### src/rtl/fcla_pkg.sv
// fcla_pkg: types, constants and the dB ROM for the floor curve line renderer.
// No dependencies.
package fcla_pkg;

  localparam logic [1:0] OP_COEF  = 2'd0;
  localparam logic [1:0] OP_POST  = 2'd1;
  localparam logic [1:0] OP_START = 2'd2;
  localparam logic [1:0] OP_RSVD  = 2'd3;

  localparam logic [7:0]  Y_MAX   = 8'd255;
  localparam logic [12:0] BIN_MAX = 13'd8191;
  localparam int          SHIFT   = 15;

  localparam logic [1:0] ADDR_MULT = 2'd0;
  localparam logic [1:0] ADDR_HALF = 2'd1;

  // commands from controller to datapath
  typedef struct packed {
    logic start;      // frame start item
    logic post_load;  // latch post, begin division
    logic div_step;   // one restoring division step
    logic post_done;  // commit segment parameters
    logic coef_load;  // register coefficient bin
    logic mul_load;   // product stage
    logic out_load;   // result register load
  } fcla_cmd_t;

  typedef struct packed {
    logic div_last;   // final division step this cycle
  } fcla_sts_t;

  function automatic logic [31:0] db_rom(input logic [7:0] i);
    logic [31:0] r;
    case (i)
      8'd0: r=229; 8'd1: r=244; 8'd2: r=259; 8'd3: r=276; 8'd4: r=294; 8'd5: r=313;
      8'd6: r=334; 8'd7: r=355; 8'd8: r=378; 8'd9: r=403; 8'd10: r=429; 8'd11: r=457;
      8'd12: r=487; 8'd13: r=518; 8'd14: r=552; 8'd15: r=588; 8'd16: r=626; 8'd17: r=667;
      8'd18: r=710; 8'd19: r=756; 8'd20: r=806; 8'd21: r=858; 8'd22: r=914; 8'd23: r=973;
      8'd24: r=1036; 8'd25: r=1104; 8'd26: r=1175; 8'd27: r=1252; 8'd28: r=1333;
      8'd29: r=1420; 8'd30: r=1512; 8'd31: r=1610; 8'd32: r=1715; 8'd33: r=1826;
      8'd34: r=1945; 8'd35: r=2072; 8'd36: r=2206; 8'd37: r=2350; 8'd38: r=2502;
      8'd39: r=2665; 8'd40: r=2838; 8'd41: r=3023; 8'd42: r=3219; 8'd43: r=3428;
      8'd44: r=3651; 8'd45: r=3888; 8'd46: r=4141; 8'd47: r=4410; 8'd48: r=4696;
      8'd49: r=5002; 8'd50: r=5327; 8'd51: r=5673; 8'd52: r=6042; 8'd53: r=6434;
      8'd54: r=6852; 8'd55: r=7298; 8'd56: r=7772; 8'd57: r=8277; 8'd58: r=8815;
      8'd59: r=9388; 8'd60: r=9998; 8'd61: r=10647; 8'd62: r=11339; 8'd63: r=12076;
      8'd64: r=12861; 8'd65: r=13697; 8'd66: r=14587; 8'd67: r=15535; 8'd68: r=16544;
      8'd69: r=17619; 8'd70: r=18764; 8'd71: r=19984; 8'd72: r=21283; 8'd73: r=22666;
      8'd74: r=24139; 8'd75: r=25707; 8'd76: r=27378; 8'd77: r=29157; 8'd78: r=31052;
      8'd79: r=33070; 8'd80: r=35219; 8'd81: r=37507; 8'd82: r=39945; 8'd83: r=42541;
      8'd84: r=45305; 8'd85: r=48249; 8'd86: r=51385; 8'd87: r=54724; 8'd88: r=58281;
      8'd89: r=62068; 8'd90: r=66101; 8'd91: r=70397; 8'd92: r=74972; 8'd93: r=79844;
      8'd94: r=85033; 8'd95: r=90559; 8'd96: r=96444; 8'd97: r=102711; 8'd98: r=109386;
      8'd99: r=116494; 8'd100: r=124065; 8'd101: r=132127; 8'd102: r=140714;
      8'd103: r=149858; 8'd104: r=159597; 8'd105: r=169968; 8'd106: r=181014;
      8'd107: r=192777; 8'd108: r=205305; 8'd109: r=218646; 8'd110: r=232855;
      8'd111: r=247988; 8'd112: r=264103; 8'd113: r=281266; 8'd114: r=299544;
      8'd115: r=319011; 8'd116: r=339742; 8'd117: r=361820; 8'd118: r=385333;
      8'd119: r=410374; 8'd120: r=437043; 8'd121: r=465444; 8'd122: r=495691;
      8'd123: r=527904; 8'd124: r=562210; 8'd125: r=598746; 8'd126: r=637656;
      8'd127: r=679094; 8'd128: r=723226; 8'd129: r=770225; 8'd130: r=820278;
      8'd131: r=873585; 8'd132: r=930355; 8'd133: r=990815; 8'd134: r=1055204;
      8'd135: r=1123777; 8'd136: r=1196806; 8'd137: r=1274581; 8'd138: r=1357411;
      8'd139: r=1445623; 8'd140: r=1539568; 8'd141: r=1639617; 8'd142: r=1746169;
      8'd143: r=1859645; 8'd144: r=1980495; 8'd145: r=2109199; 8'd146: r=2246266;
      8'd147: r=2392241; 8'd148: r=2547703; 8'd149: r=2713267; 8'd150: r=2889590;
      8'd151: r=3077372; 8'd152: r=3277357; 8'd153: r=3490338; 8'd154: r=3717160;
      8'd155: r=3958722; 8'd156: r=4215982; 8'd157: r=4489960; 8'd158: r=4781743;
      8'd159: r=5092488; 8'd160: r=5423426; 8'd161: r=5775871; 8'd162: r=6151219;
      8'd163: r=6550960; 8'd164: r=6976679; 8'd165: r=7430063; 8'd166: r=7912910;
      8'd167: r=8427135; 8'd168: r=8974778; 8'd169: r=9558009; 8'd170: r=10179143;
      8'd171: r=10840641; 8'd172: r=11545127; 8'd173: r=12295394; 8'd174: r=13094418;
      8'd175: r=13945367; 8'd176: r=14851616; 8'd177: r=15816757; 8'd178: r=16844619;
      8'd179: r=17939278; 8'd180: r=19105073; 8'd181: r=20346628; 8'd182: r=21668866;
      8'd183: r=23077031; 8'd184: r=24576707; 8'd185: r=26173840; 8'd186: r=27874763;
      8'd187: r=29686223; 8'd188: r=31615400; 8'd189: r=33669947; 8'd190: r=35858010;
      8'd191: r=38188266; 8'd192: r=40669954; 8'd193: r=43312918; 8'd194: r=46127635;
      8'd195: r=49125267; 8'd196: r=52317705; 8'd197: r=55717604; 8'd198: r=59338448;
      8'd199: r=63194594; 8'd200: r=67301334; 8'd201: r=71674955; 8'd202: r=76332796;
      8'd203: r=81293331; 8'd204: r=86576231; 8'd205: r=92202442; 8'd206: r=98194276;
      8'd207: r=104575492; 8'd208: r=111371397; 8'd209: r=118608939;
      8'd210: r=126316814; 8'd211: r=134525593; 8'd212: r=143267823;
      8'd213: r=152578174; 8'd214: r=162493564; 8'd215: r=173053310;
      8'd216: r=184299289; 8'd217: r=196276095; 8'd218: r=209031220;
      8'd219: r=222615242; 8'd220: r=237082044; 8'd221: r=252488973;
      8'd222: r=268897122; 8'd223: r=286371562; 8'd224: r=304981612;
      8'd225: r=324801039; 8'd226: r=345908441; 8'd227: r=368387505;
      8'd228: r=392327395; 8'd229: r=417823051; 8'd230: r=444975534;
      8'd231: r=473892561; 8'd232: r=504688765; 8'd233: r=537486295;
      8'd234: r=572415181; 8'd235: r=609613936; 8'd236: r=649230091;
      8'd237: r=691420715; 8'd238: r=736353116; 8'd239: r=784205494;
      8'd240: r=835167579; 8'd241: r=889441492; 8'd242: r=947242410;
      8'd243: r=1008799556; 8'd244: r=1074357035; 8'd245: r=1144174799;
      8'd246: r=1218529724; 8'd247: r=1297716638; 8'd248: r=1382049587;
      8'd249: r=1471862937; 8'd250: r=1567512890; 8'd251: r=1669378712;
      8'd252: r=1777864346; 8'd253: r=1893399976; 8'd254: r=2016443766;
      default: r = 32'd2147483647;
    endcase
    return r;
  endfunction

endpackage

### src/rtl/fcla_ctrl.sv
// fcla_ctrl: item sequencer for the floor curve line renderer.
// Depends on fcla_pkg.
module fcla_ctrl import fcla_pkg::*; (
  input  logic       clk,
  input  logic       rst,
  input  logic       in_fire,
  input  logic [1:0] in_op,
  input  logic       in_unused,
  input  logic       out_free,    // result register empty or draining
  input  fcla_sts_t  sts,
  output logic       s_ready,
  output fcla_cmd_t  cmd
);

  typedef enum logic [4:0] {
    ST_IDLE = 5'b00001,
    ST_DIV  = 5'b00010,
    ST_COMMIT = 5'b00100,
    ST_MUL  = 5'b01000,
    ST_OUT  = 5'b10000
  } state_t;

  state_t state, state_next;

  assign s_ready = (state == ST_IDLE);

  always_comb begin
    state_next = state;
    cmd = '0;
    unique case (state)
      ST_IDLE: begin
        if (in_fire) begin
          case (in_op)
            OP_START: cmd.start = 1'b1;
            OP_POST: begin
              if (!in_unused) begin
                cmd.post_load = 1'b1;
                state_next = ST_DIV;
              end
            end
            OP_COEF: begin
              cmd.coef_load = 1'b1;
              state_next = ST_MUL;
            end
            default: ;
          endcase
        end
      end
      ST_DIV: begin
        cmd.div_step = 1'b1;
        if (sts.div_last) state_next = ST_COMMIT;
      end
      ST_COMMIT: begin
        cmd.post_done = 1'b1;
        state_next = ST_IDLE;
      end
      ST_MUL: begin
        cmd.mul_load = 1'b1;
        state_next = ST_OUT;
      end
      ST_OUT: begin
        if (out_free) begin
          cmd.out_load = 1'b1;
          state_next = ST_IDLE;
        end
      end
      default: state_next = ST_IDLE;
    endcase
  end

  always_ff @(posedge clk) begin
    if (rst) state <= ST_IDLE;
    else state <= state_next;
  end

endmodule

### config.mk
export PLATFORM = sky130hd
export DESIGN_NAME = fcla_ctrl
export DESIGN_NICKNAME = d
export VERILOG_FILES = /design/src/rtl/fcla_pkg.sv /design/src/rtl/fcla_ctrl.sv
export SDC_FILE = /design/constraint.sdc
export NUM_CORES = 1
export LEC_CHECK = 0
export BUFFER_PORTS_ARGS = -buffer_cell sky130_fd_sc_hd__buf_2
export CORE_AREA = 2 2 39 41
export CTS_CLUSTER_DIAMETER = 30
export DETAILED_ROUTE_END_ITERATION = 7
export DIE_AREA = 0 0 41 43
export GPL_TIMING_DRIVEN = 1
export PLACE_DENSITY_LB_ADDON = 0.08
export REMOVE_ABC_BUFFERS = 1
export SETUP_SLACK_MARGIN = 0.5
export SLEW_MARGIN = 15
export SYNTH_ARGS = -nofsm -noshare
export SYNTH_HDL_FRONTEND = slang
export SYNTH_SLANG_ARGS = --single-unit
export TNS_END_PERCENT = 20
### constraint.sdc
create_clock -name clk -period 3.3 [get_ports clk]
set_input_delay 0.495 -clock clk [delete_from_list [all_inputs] [get_ports clk]]
set_output_delay 0.495 -clock clk [all_outputs]
set_load 0.01 [all_outputs]
==> flow_summary.toml, run 1 <==
[status]
status = "finished clean"

[setup_path]
crit_arrival_ns = 1.57
setup.worst_path.class = "reg2out"
cp-start-kind = "register"
worstReg2RegEnd = "state[0]$_SDFFE_PP1P_"
crit_required_ns = 2.80
endpoint_kind = "output port"
r2r_start = "state[4]$_SDFFE_PP0P_"
worstPathMaxFanout = 8
reg2reg_slack_ns = 2.00
worstRegToRegCells = 3

[finish]
reg_top3 = "state (5)"
largest_register = "state"
drive_gt1_share_pct = 39.3
largest_register_ffs = 5
multi_input_area_um2 = 229
nNetsFinal = 70
synthToLayoutAreaGrowth_pct = 31.7
ff_latch_area_um2 = 100
antenna_cells = 0
fillerInstances = 162

[global_routing]
grt_usage_pct = 11.8
overflow = 0
grt_pass1_vias = 338
antenna_found_initial = 0
grt_pass1_wl_um = 1350
grt_max_degree = 9

[power]
internal-power_uw = 138
switchingPower_uw = 67.4
p_leak_nw = 0.237
p_sw_share_pct = 32.9
seq_power_share_pct = 34.5
p_comb_share_pct = 31.8
power.total_uw = 205
p_per_area_mw_per_mm2 = 433
clkPwrFrac_pct = 33.7
ir_drop_uv = 196

[timing]
finalMaxSlewViolations = 0
fmax_mhz = 485
tns_ns = 0
tightest_slew_ns = 0.387
rsz0062_at_grt = "false"
period_share_pct = 62.5
final_hold_viol_count = 0
slew_headroom_pct = 74.1
finalSetupViolations = 0
finalCriticalPeriod_ns = 2.06
fin_skew_ns = 0.000722

[die]
initial_core_util_pct = 25.9
ios = 16
die_area_mm2 = 0.00176
die_y_um = 43
die_w_um = 41
num_rows = 14
design.core.area_mm2 = 0.00138

[synthesis]
synth_top_area_share_pct = 27.9
netlist_area_um2 = 359
synth_edf_count = 0
yosys-top-cells-count = "inv_1 (6), dfxtp_1 (5), nor2_1 (5)"
yosysWarningCount = 0
async_flop_share_pct = 0
synthCells = 43
yosysMostFrequentCell = "inv_1"
synth_ff_type = "dfxtp_1"
syn_area_per_cell_um2 = 8.35
synth_seq_cells = 5
synth_area_leaders = "dfxtp_1 (28%), inv_1 (6.3%), nor2_1 (5.2%)"
yosysTopAreaCell = "dfxtp_1"
synth_cell_types = 27
synth-seq-area-share_pct = 27.9

[routing]
num_vias = 383
firstDrtPassIters = 4
post_drt_wl_per_cell_um = 11.1
viasPerCell = 4.97
drc = 0
antenna_left = 0
drt-initial-drc-count = 3
wl_um = 852

[clock_network]
ctsLongestPathBuffers = 2
cts_setup_buffers = 0
cts.sinks = 5
clk_latency_ns = 0.24
h-tree-depth = 1
cts-root-buf = "clkbuf_4"
tritoncts = "done"
clk_pin_slew_ns = 0.04
cts_made_buffers = 3
cts_resized = 0
hold_buffers = 0

[hold_path]
hold_path_startpoint = "rst"
hold_depth = 2
hold_end = "state[4]$_SDFFE_PP0P_"
hold_path.class = "in2reg"

[placement]
port_buffers = 15
gp_congestion = 0.664
dp_hpwl_um = 715

[flow_run]
drv_cap = 0
-- cells by family after synthesis --
kind of cell | count (synthesis) | synth area share, %
buf+inv | 7 | 8.36
flops | 5 | 27.9
compound gates | 9 | 21.3
simple gates | 22 | 42.5
-- placed cells by master (no fill, tap or decap), types with 2 or more instances in the layout --
| master | n |
|---|---|
| o211ai_1 | 2 |
| nand3_1 | 2 |
| nor2_1 | 5 |
| buf_2 | 15 |
| clkbuf_4 | 3 |
| dfxtp_1 | 5 |
| inv_1 | 6 |
| and3_1 | 2 |
-- how the worst max path moves through the flow --
stage / from / to / cells past startpoint
2_1_floorplan: state[4]$_SDFFE_PP0P_ / cmd[6] / 3
3_3_place_gp: state[4]$_SDFFE_PP0P_ / cmd[5] / 4
3_5_place_dp: state[4]$_SDFFE_PP0P_ / cmd[5] / 4
4_1_cts: state[4]$_SDFFE_PP0P_ / cmd[5] / 4
5_1_grt: state[4]$_SDFFE_PP0P_ / cmd[5] / 4
6_report: state[4]$_SDFFE_PP0P_ / cmd[5] / 4
-- through the flow --
step | util, % | hold WS, ns | worst slack (ns) | std cells | area [um2]
floorplan | - | 0.526 | 1.66 | 42 | 352
global placement | 32.3 | 0.603 | 1.52 | 73 | 447
detailed placement | 32.3 | 0.593 | 1.49 | 73 | 447
CTS | 34.2 | 0.452 | 1.21 | 77 | 473
global route | 34.2 | 0.457 | 1.09 | 77 | 473
finish | 34.2 | 0.459 | 1.24 | 77 | 473
-- layout make-up --
type                            count  area share, %
Inverter                            6           4.76
Sequential cell                     5           21.2
Timing Repair Buffer               15           15.9
Tap cell                           16           4.23
Clock buffer                        4           5.56
Multi-Input combinational cell     31           48.4
-- layer usage --
| metal | GRT usage [%] | routed length [um] | up-vias |
|---|---|---|---|
| met4 | 10.0 | 23 | 0 |
| met1 | 14.2 | 374 | 167 |
| met3 | 4.71 | 57 | 4 |
| met2 | 15.3 | 396 | 13 |
| met5 | 0 | 0 | - |
| li1 | - | - | 199 |
-- power by group through the flow --
stage                     registers [mW]  logic [mW]  clock network, mW
after floorplan                   0.0707      0.0447                  0
after global placement            0.0719      0.0671                  0
after detailed placement          0.0719      0.0658                  0
after CTS                         0.0708      0.0663             0.0725
after global routing              0.0719      0.0735             0.0771
final                             0.0706      0.0652             0.0691
-- worst max-delay path: stages (launching register included) --
cell     delay, ns
dfxtp_1       0.37
nor3_2        0.37
nand3_2       0.19
nor4b_2       0.23
buf_2         0.17
No activity file was read; power rests on OpenSTA's default activity.
==> run 2, diff against run 1 <==
- ABC_AREA: not set -> 1
- clock period: 3.3 -> 1.86 ns (I/O delays scaled with it)
==> flow_summary.toml, run 2 <==
[status]
status = "finished clean"

[synthesis]
syn_area_per_cell_um2 = 6.89
yosysWarningCount = 0
synth_cell_types = 20
synthCells = 51
yosys-top-cells-count = "inv_1 (11), dfxtp_1 (5), nor2_1 (5)"
yosysMostFrequentCell = "inv_1"
synth_seq_cells = 5
async_flop_share_pct = 0
yosysTopAreaCell = "dfxtp_1"
synth_edf_count = 0
synth-seq-area-share_pct = 28.5
synth_ff_type = "dfxtp_1"
netlist_area_um2 = 352
synth_top_area_share_pct = 28.5
synth_area_leaders = "dfxtp_1 (28%), inv_1 (12%), nand2_2 (5.3%)"

[routing]
firstDrtPassIters = 4
viasPerCell = 4.34
drc = 0
antenna_left = 0
drt-initial-drc-count = 11
wl_um = 897
num_vias = 391
post_drt_wl_per_cell_um = 9.97

[finish]
antenna_cells = 0
nNetsFinal = 83
final_core_util_pct = 39.1
drive_gt1_share_pct = 56.8
reg_top3 = "state (5)"
final_common_cell = "buf_2"
largest_register = "state"
largest_register_ffs = 5
synthToLayoutAreaGrowth_pct = 53.7
final_cell_mix = "buf_2 (15), inv_1 (11), buf_4 (5)"
final_cells = 90

[setup_path]
endpoint_kind = "output port"
crit_required_ns = 1.58
reg2reg_slack_ns = 0.74
cp-start-kind = "register"
setup.worst_path.class = "reg2out"
worstPathMaxFanout = 4
worstRegToRegCells = 5
crit_arrival_ns = 1.23

[timing]
setup_ws_ns = 0.353
tns_ns = 0
finalCriticalPeriod_ns = 1.51
rsz0062_at_grt = "true"
tightest_slew_ns = 0.232
finalSetupViolations = 0
fin_skew_ns = 0.00299
slew_headroom_pct = 84.4
period_share_pct = 81.0
fmax_mhz = 663
finalMaxSlewViolations = 0
final_hold_viol_count = 0

[hold_path]
hold_depth = 2
hold_path.class = "in2reg"

[power]
power.total_uw = 325
p_per_area_mw_per_mm2 = 601
ir_drop_uv = 351
p_leak_nw = 0.282

[clock_network]
clk_pin_slew_ns = 0.04
ctsLongestPathBuffers = 2
h-tree-depth = 1
cts.sinks = 5
hold_buffers = 0
tritoncts = "done"
cts_made_buffers = 3
clk_latency_ns = 0.24
cts-root-buf = "clkbuf_4"

[die]
die_area_mm2 = 0.00176
die_y_um = 43
initial_core_util_pct = 25.4
ios = 16
design.core.area_mm2 = 0.00138
die_w_um = 41
num_rows = 14

[placement]
port_buffers = 15
gp_congestion = 0.692
dp.cells = 81
dp_hpwl_um = 696
dp_slack_ns = 0.580

[global_routing]
antenna_found_initial = 0
grt_pass1_vias = 342
grt_usage_pct = 11.4
overflow = 0
grt_max_degree = 6
grt_pass1_wl_um = 1340

[flow_run]
drv_cap = 0
==> run 2: cell count changes in the layout (fill, tap and decap cells not counted), moves of 3 or more <==
cell	delta
nor2_2	+3
dfxtp_1	-3
inv_1	+5
buf_4	+5
nand2_4	+3
a21oi_1	+3
nor2_1	-3
==> run 2: what timing repair did <==
item / 4_1_cts / 5_1_grt
setup endpoints to repair: 8 / 8
gates resized for setup: 3 / 9
pin swaps: 1 / 3
setup buffers: 2 / 3
==> run 2: through the flow <==
step           instance area [um2]  hold WS [ns]
3_5_place_dp                   439         0.520
6_report                       541         0.260
3_3_place_gp                   439         0.519
5_1_grt                        541         0.251
2_1_floorplan                  344         0.348
4_1_cts                        489         0.258
==> run 2: cell families after synthesis <==
kind of cell	after synthesis	synth area share, %
AOI/OAI and AO/OA	4	5.69
buffers and inverters	15	18.5
DFF	5	28.5
and+or+nand+nor	27	47.3
==> run 2: worst max-delay path: stages, from the launching register on <==
cell,delay [ns]
dfxtp_1,0.37
inv_1,0.09
nor2_4,0.12
nand2_4,0.08
clkinv_4,0.06
nand2_4,0.04
nor2_2,0.09
buf_2,0.13
==> run 2: final timing paths <==
| kind | startpoint | end |
|---|---|---|
| min reg2reg | state[4]$_SDFFE_PP0P_ | state[4]$_SDFFE_PP0P_ |
| max reg2reg | state[3]$_SDFFE_PP0P_ | state[0]$_SDFFE_PP1P_ |
| max | state[0]$_SDFFE_PP1P_ | cmd[2] |
| min | rst | state[3]$_SDFFE_PP0P_ |
==> run 2: where the power goes <==
part	switching, mW	internal (mW)	total [mW]
registers	0.00423	0.110	0.115
clock network	0.0443	0.0811	0.125
logic	0.0484	0.0365	0.0849
==> run 2: area by class of cell <==
| class | instances | area [um2] |
|---|---|---|
| Inverter | 14 | 60.1 |
| Sequential cell | 5 | 106 |
| Tap cell | 16 | 20.0 |
| Fill cell | 159 | 843 |
| Multi-Input combinational cell | 31 | 215 |
| Timing Repair Buffer | 20 | 113 |
| Clock buffer | 4 | 26.3 |
==> run 2: layer usage <==
layer  routed length (um)  track usage [%]  vias up
li1                     -                -      207
met1                  387             14.5      167
met2                  427             16.6       17
met3                   82             6.28        0
met4                    0             2.00        0
met5                    0                0        -
==> run 3, diff against run 2 <==
- clock period: 1.86 -> 1.2 ns (I/O delays scaled with it)
==> flow_summary.toml, run 3 (synthesized netlist as in run 2, its figures left out) <==
[flow_run]
drv_cap = 0

[status]
status = "finished, violations left"
violations = "setup timing"

[setup_path]
critical_path_cell_count = 8
endpoint_kind = "output port"
crit_arrival_ns = 1.19
worstPathMaxFanout = 4
setup.worst_path.class = "reg2out"
slowest_delay_ns = 0.34
crit_chain = "inv_2 -> nand2_2 -> nor2_4 -> nand2_4 -> clkinv_4 -> nand2_4 -> nor2_2 -> buf_2"
critPathTopFamily = "simple AND/OR/NAND/NOR gates"
cp.buffers_inverters = 3
cp_common_cell = "nand2_4"
worstRegToRegCells = 9
cpMaxStageDelayCell = "dfxtp_4"
crit_required_ns = 1.02
cp-start-kind = "register"

[timing]
finalCriticalPeriod_ns = 1.37
hold_ws_ns = 0.159
rsz0062_at_grt = "true"
tightest_slew_ns = 0.221
setup_ws_ns = -0.175
finalSetupViolations = 8
final_hold_viol_count = 0
fmax_mhz = 727
finalMaxSlewViolations = 0
slew_headroom_pct = 85.1
period_share_pct = 115
fin_skew_ns = 0.00154
tns_ns = -1.11

[power]
ir_drop_uv = 365
p_leak_nw = 0.302
p_per_area_mw_per_mm2 = 882
power.total_uw = 524

[clock_network]
hold_buffers = 0
ctsLongestPathBuffers = 2
cts_made_buffers = 3
cts-root-buf = "clkbuf_4"
h-tree-depth = 1
cts.sinks = 5
clk_pin_slew_ns = 0.04
tritoncts = "done"
clk_latency_ns = 0.24

[die]
ios = 16
num_rows = 14
die_w_um = 41
die_area_mm2 = 0.00176
initial_core_util_pct = 25.4
design.core.area_mm2 = 0.00138
die_y_um = 43

[routing]
firstDrtPassIters = 2
antenna_left = 0
wl_um = 930
viasPerCell = 4.33
post_drt_wl_per_cell_um = 9.89
drc = 0
drt-initial-drc-count = 3
num_vias = 407

[finish]
largest_register = "state"
fillerInstances = 156
drive_gt1_share_pct = 64.1
antenna_cells = 0
largest_register_ffs = 5
synthToLayoutAreaGrowth_pct = 69.0
final_cell_mix = "buf_2 (13), inv_1 (10), buf_4 (9)"
nNetsFinal = 87
multi_input_area_um2 = 228
reg_top3 = "state (5)"
ff_latch_area_um2 = 108
final_cells = 94
final_common_cell = "buf_2"

[placement]
gp_congestion = 0.664
dp_hpwl_um = 679
dp_slack_ns = 0.0217
port_buffers = 15
dp.cells = 81

[global_routing]
grt_max_degree = 6
grt_util_met2_pct = 17.5
top_usage_layer = "met2"
grt_pass1_vias = 361
grt.met1_usage_pct = 14.2
grt_pass1_wl_um = 1390
overflow = 0
antenna_found_initial = 0
grt_usage_pct = 11.9
use_met3_pct = 4.71

[hold_path]
hold_depth = 2
hold_path.class = "in2reg"
[run 3: cell count changes in the layout (fill, tap and decap cells not counted), moves of 2 or more]
cell,previous run,this run
inv_2,1,3
buf_2,15,13
nand2_2,1,3
buf_6,0,2
buf_4,5,9
[run 3: layout make-up]
cell class | count | share of cell area (%)
Tap cell | 16 | 3.37
Sequential cell | 5 | 18.1
Multi-Input combinational cell | 31 | 38.3
Inverter | 14 | 9.68
Clock buffer | 4 | 4.42
Timing Repair Buffer | 24 | 26.1
[run 3: timing repair]
action | in CTS | in global routing
setup buffers | 8 | 1
pin swaps | 5 | 4
setup endpoints to repair | 13 | 13
gates resized for setup | 9 | 9
gates cloned | 0 | 0
[run 3: worst register-to-register path: stages (launching register included)]
cell	delay [ns]
dfxtp_4	0.34
inv_2	0.04
nand2_2	0.06
nor2_4	0.13
nand2_4	0.08
clkinv_4	0.07
nand2_4	0.04
buf_4	0.13
buf_4	0.12
nor3_2	0.08
[run 3: stage by stage]
stage	area, um2	util [%]
final	594	42.9
after global routing	594	42.9
after CTS	552	39.9
after detailed placement	439	31.7
after global placement	439	31.7
after floorplan	344	-
[run 3: routing by layer]
metal | share of wire [%] | vias to the layer above
li1 | - | 217
met1 | 43 | 173
met2 | 51 | 17
met3 | 5.9 | 0
met4 | 0 | 0
met5 | 0 | -
[run 3: worst paths after layout]
| check | slack, ns | endpoint | startpoint |
|---|---|---|---|
| worst min-delay path | 0.16 | state[3]$_SDFFE_PP0P_ | rst |
| worst max-delay path | -0.17 | cmd[2] | state[3]$_SDFFE_PP0P_ |
| worst min register to register | 0.57 | state[2]$_SDFFE_PP0P_ | state[0]$_SDFFE_PP1P_ |
| worst max register to register | 0.03 | state[3]$_SDFFE_PP0P_ | state[3]$_SDFFE_PP0P_ |
[run 3: power breakdown]
group / switching [mW] / internal [mW]
sequential: 0.00571 / 0.172
combinational: 0.0834 / 0.0737
clock: 0.0640 / 0.125
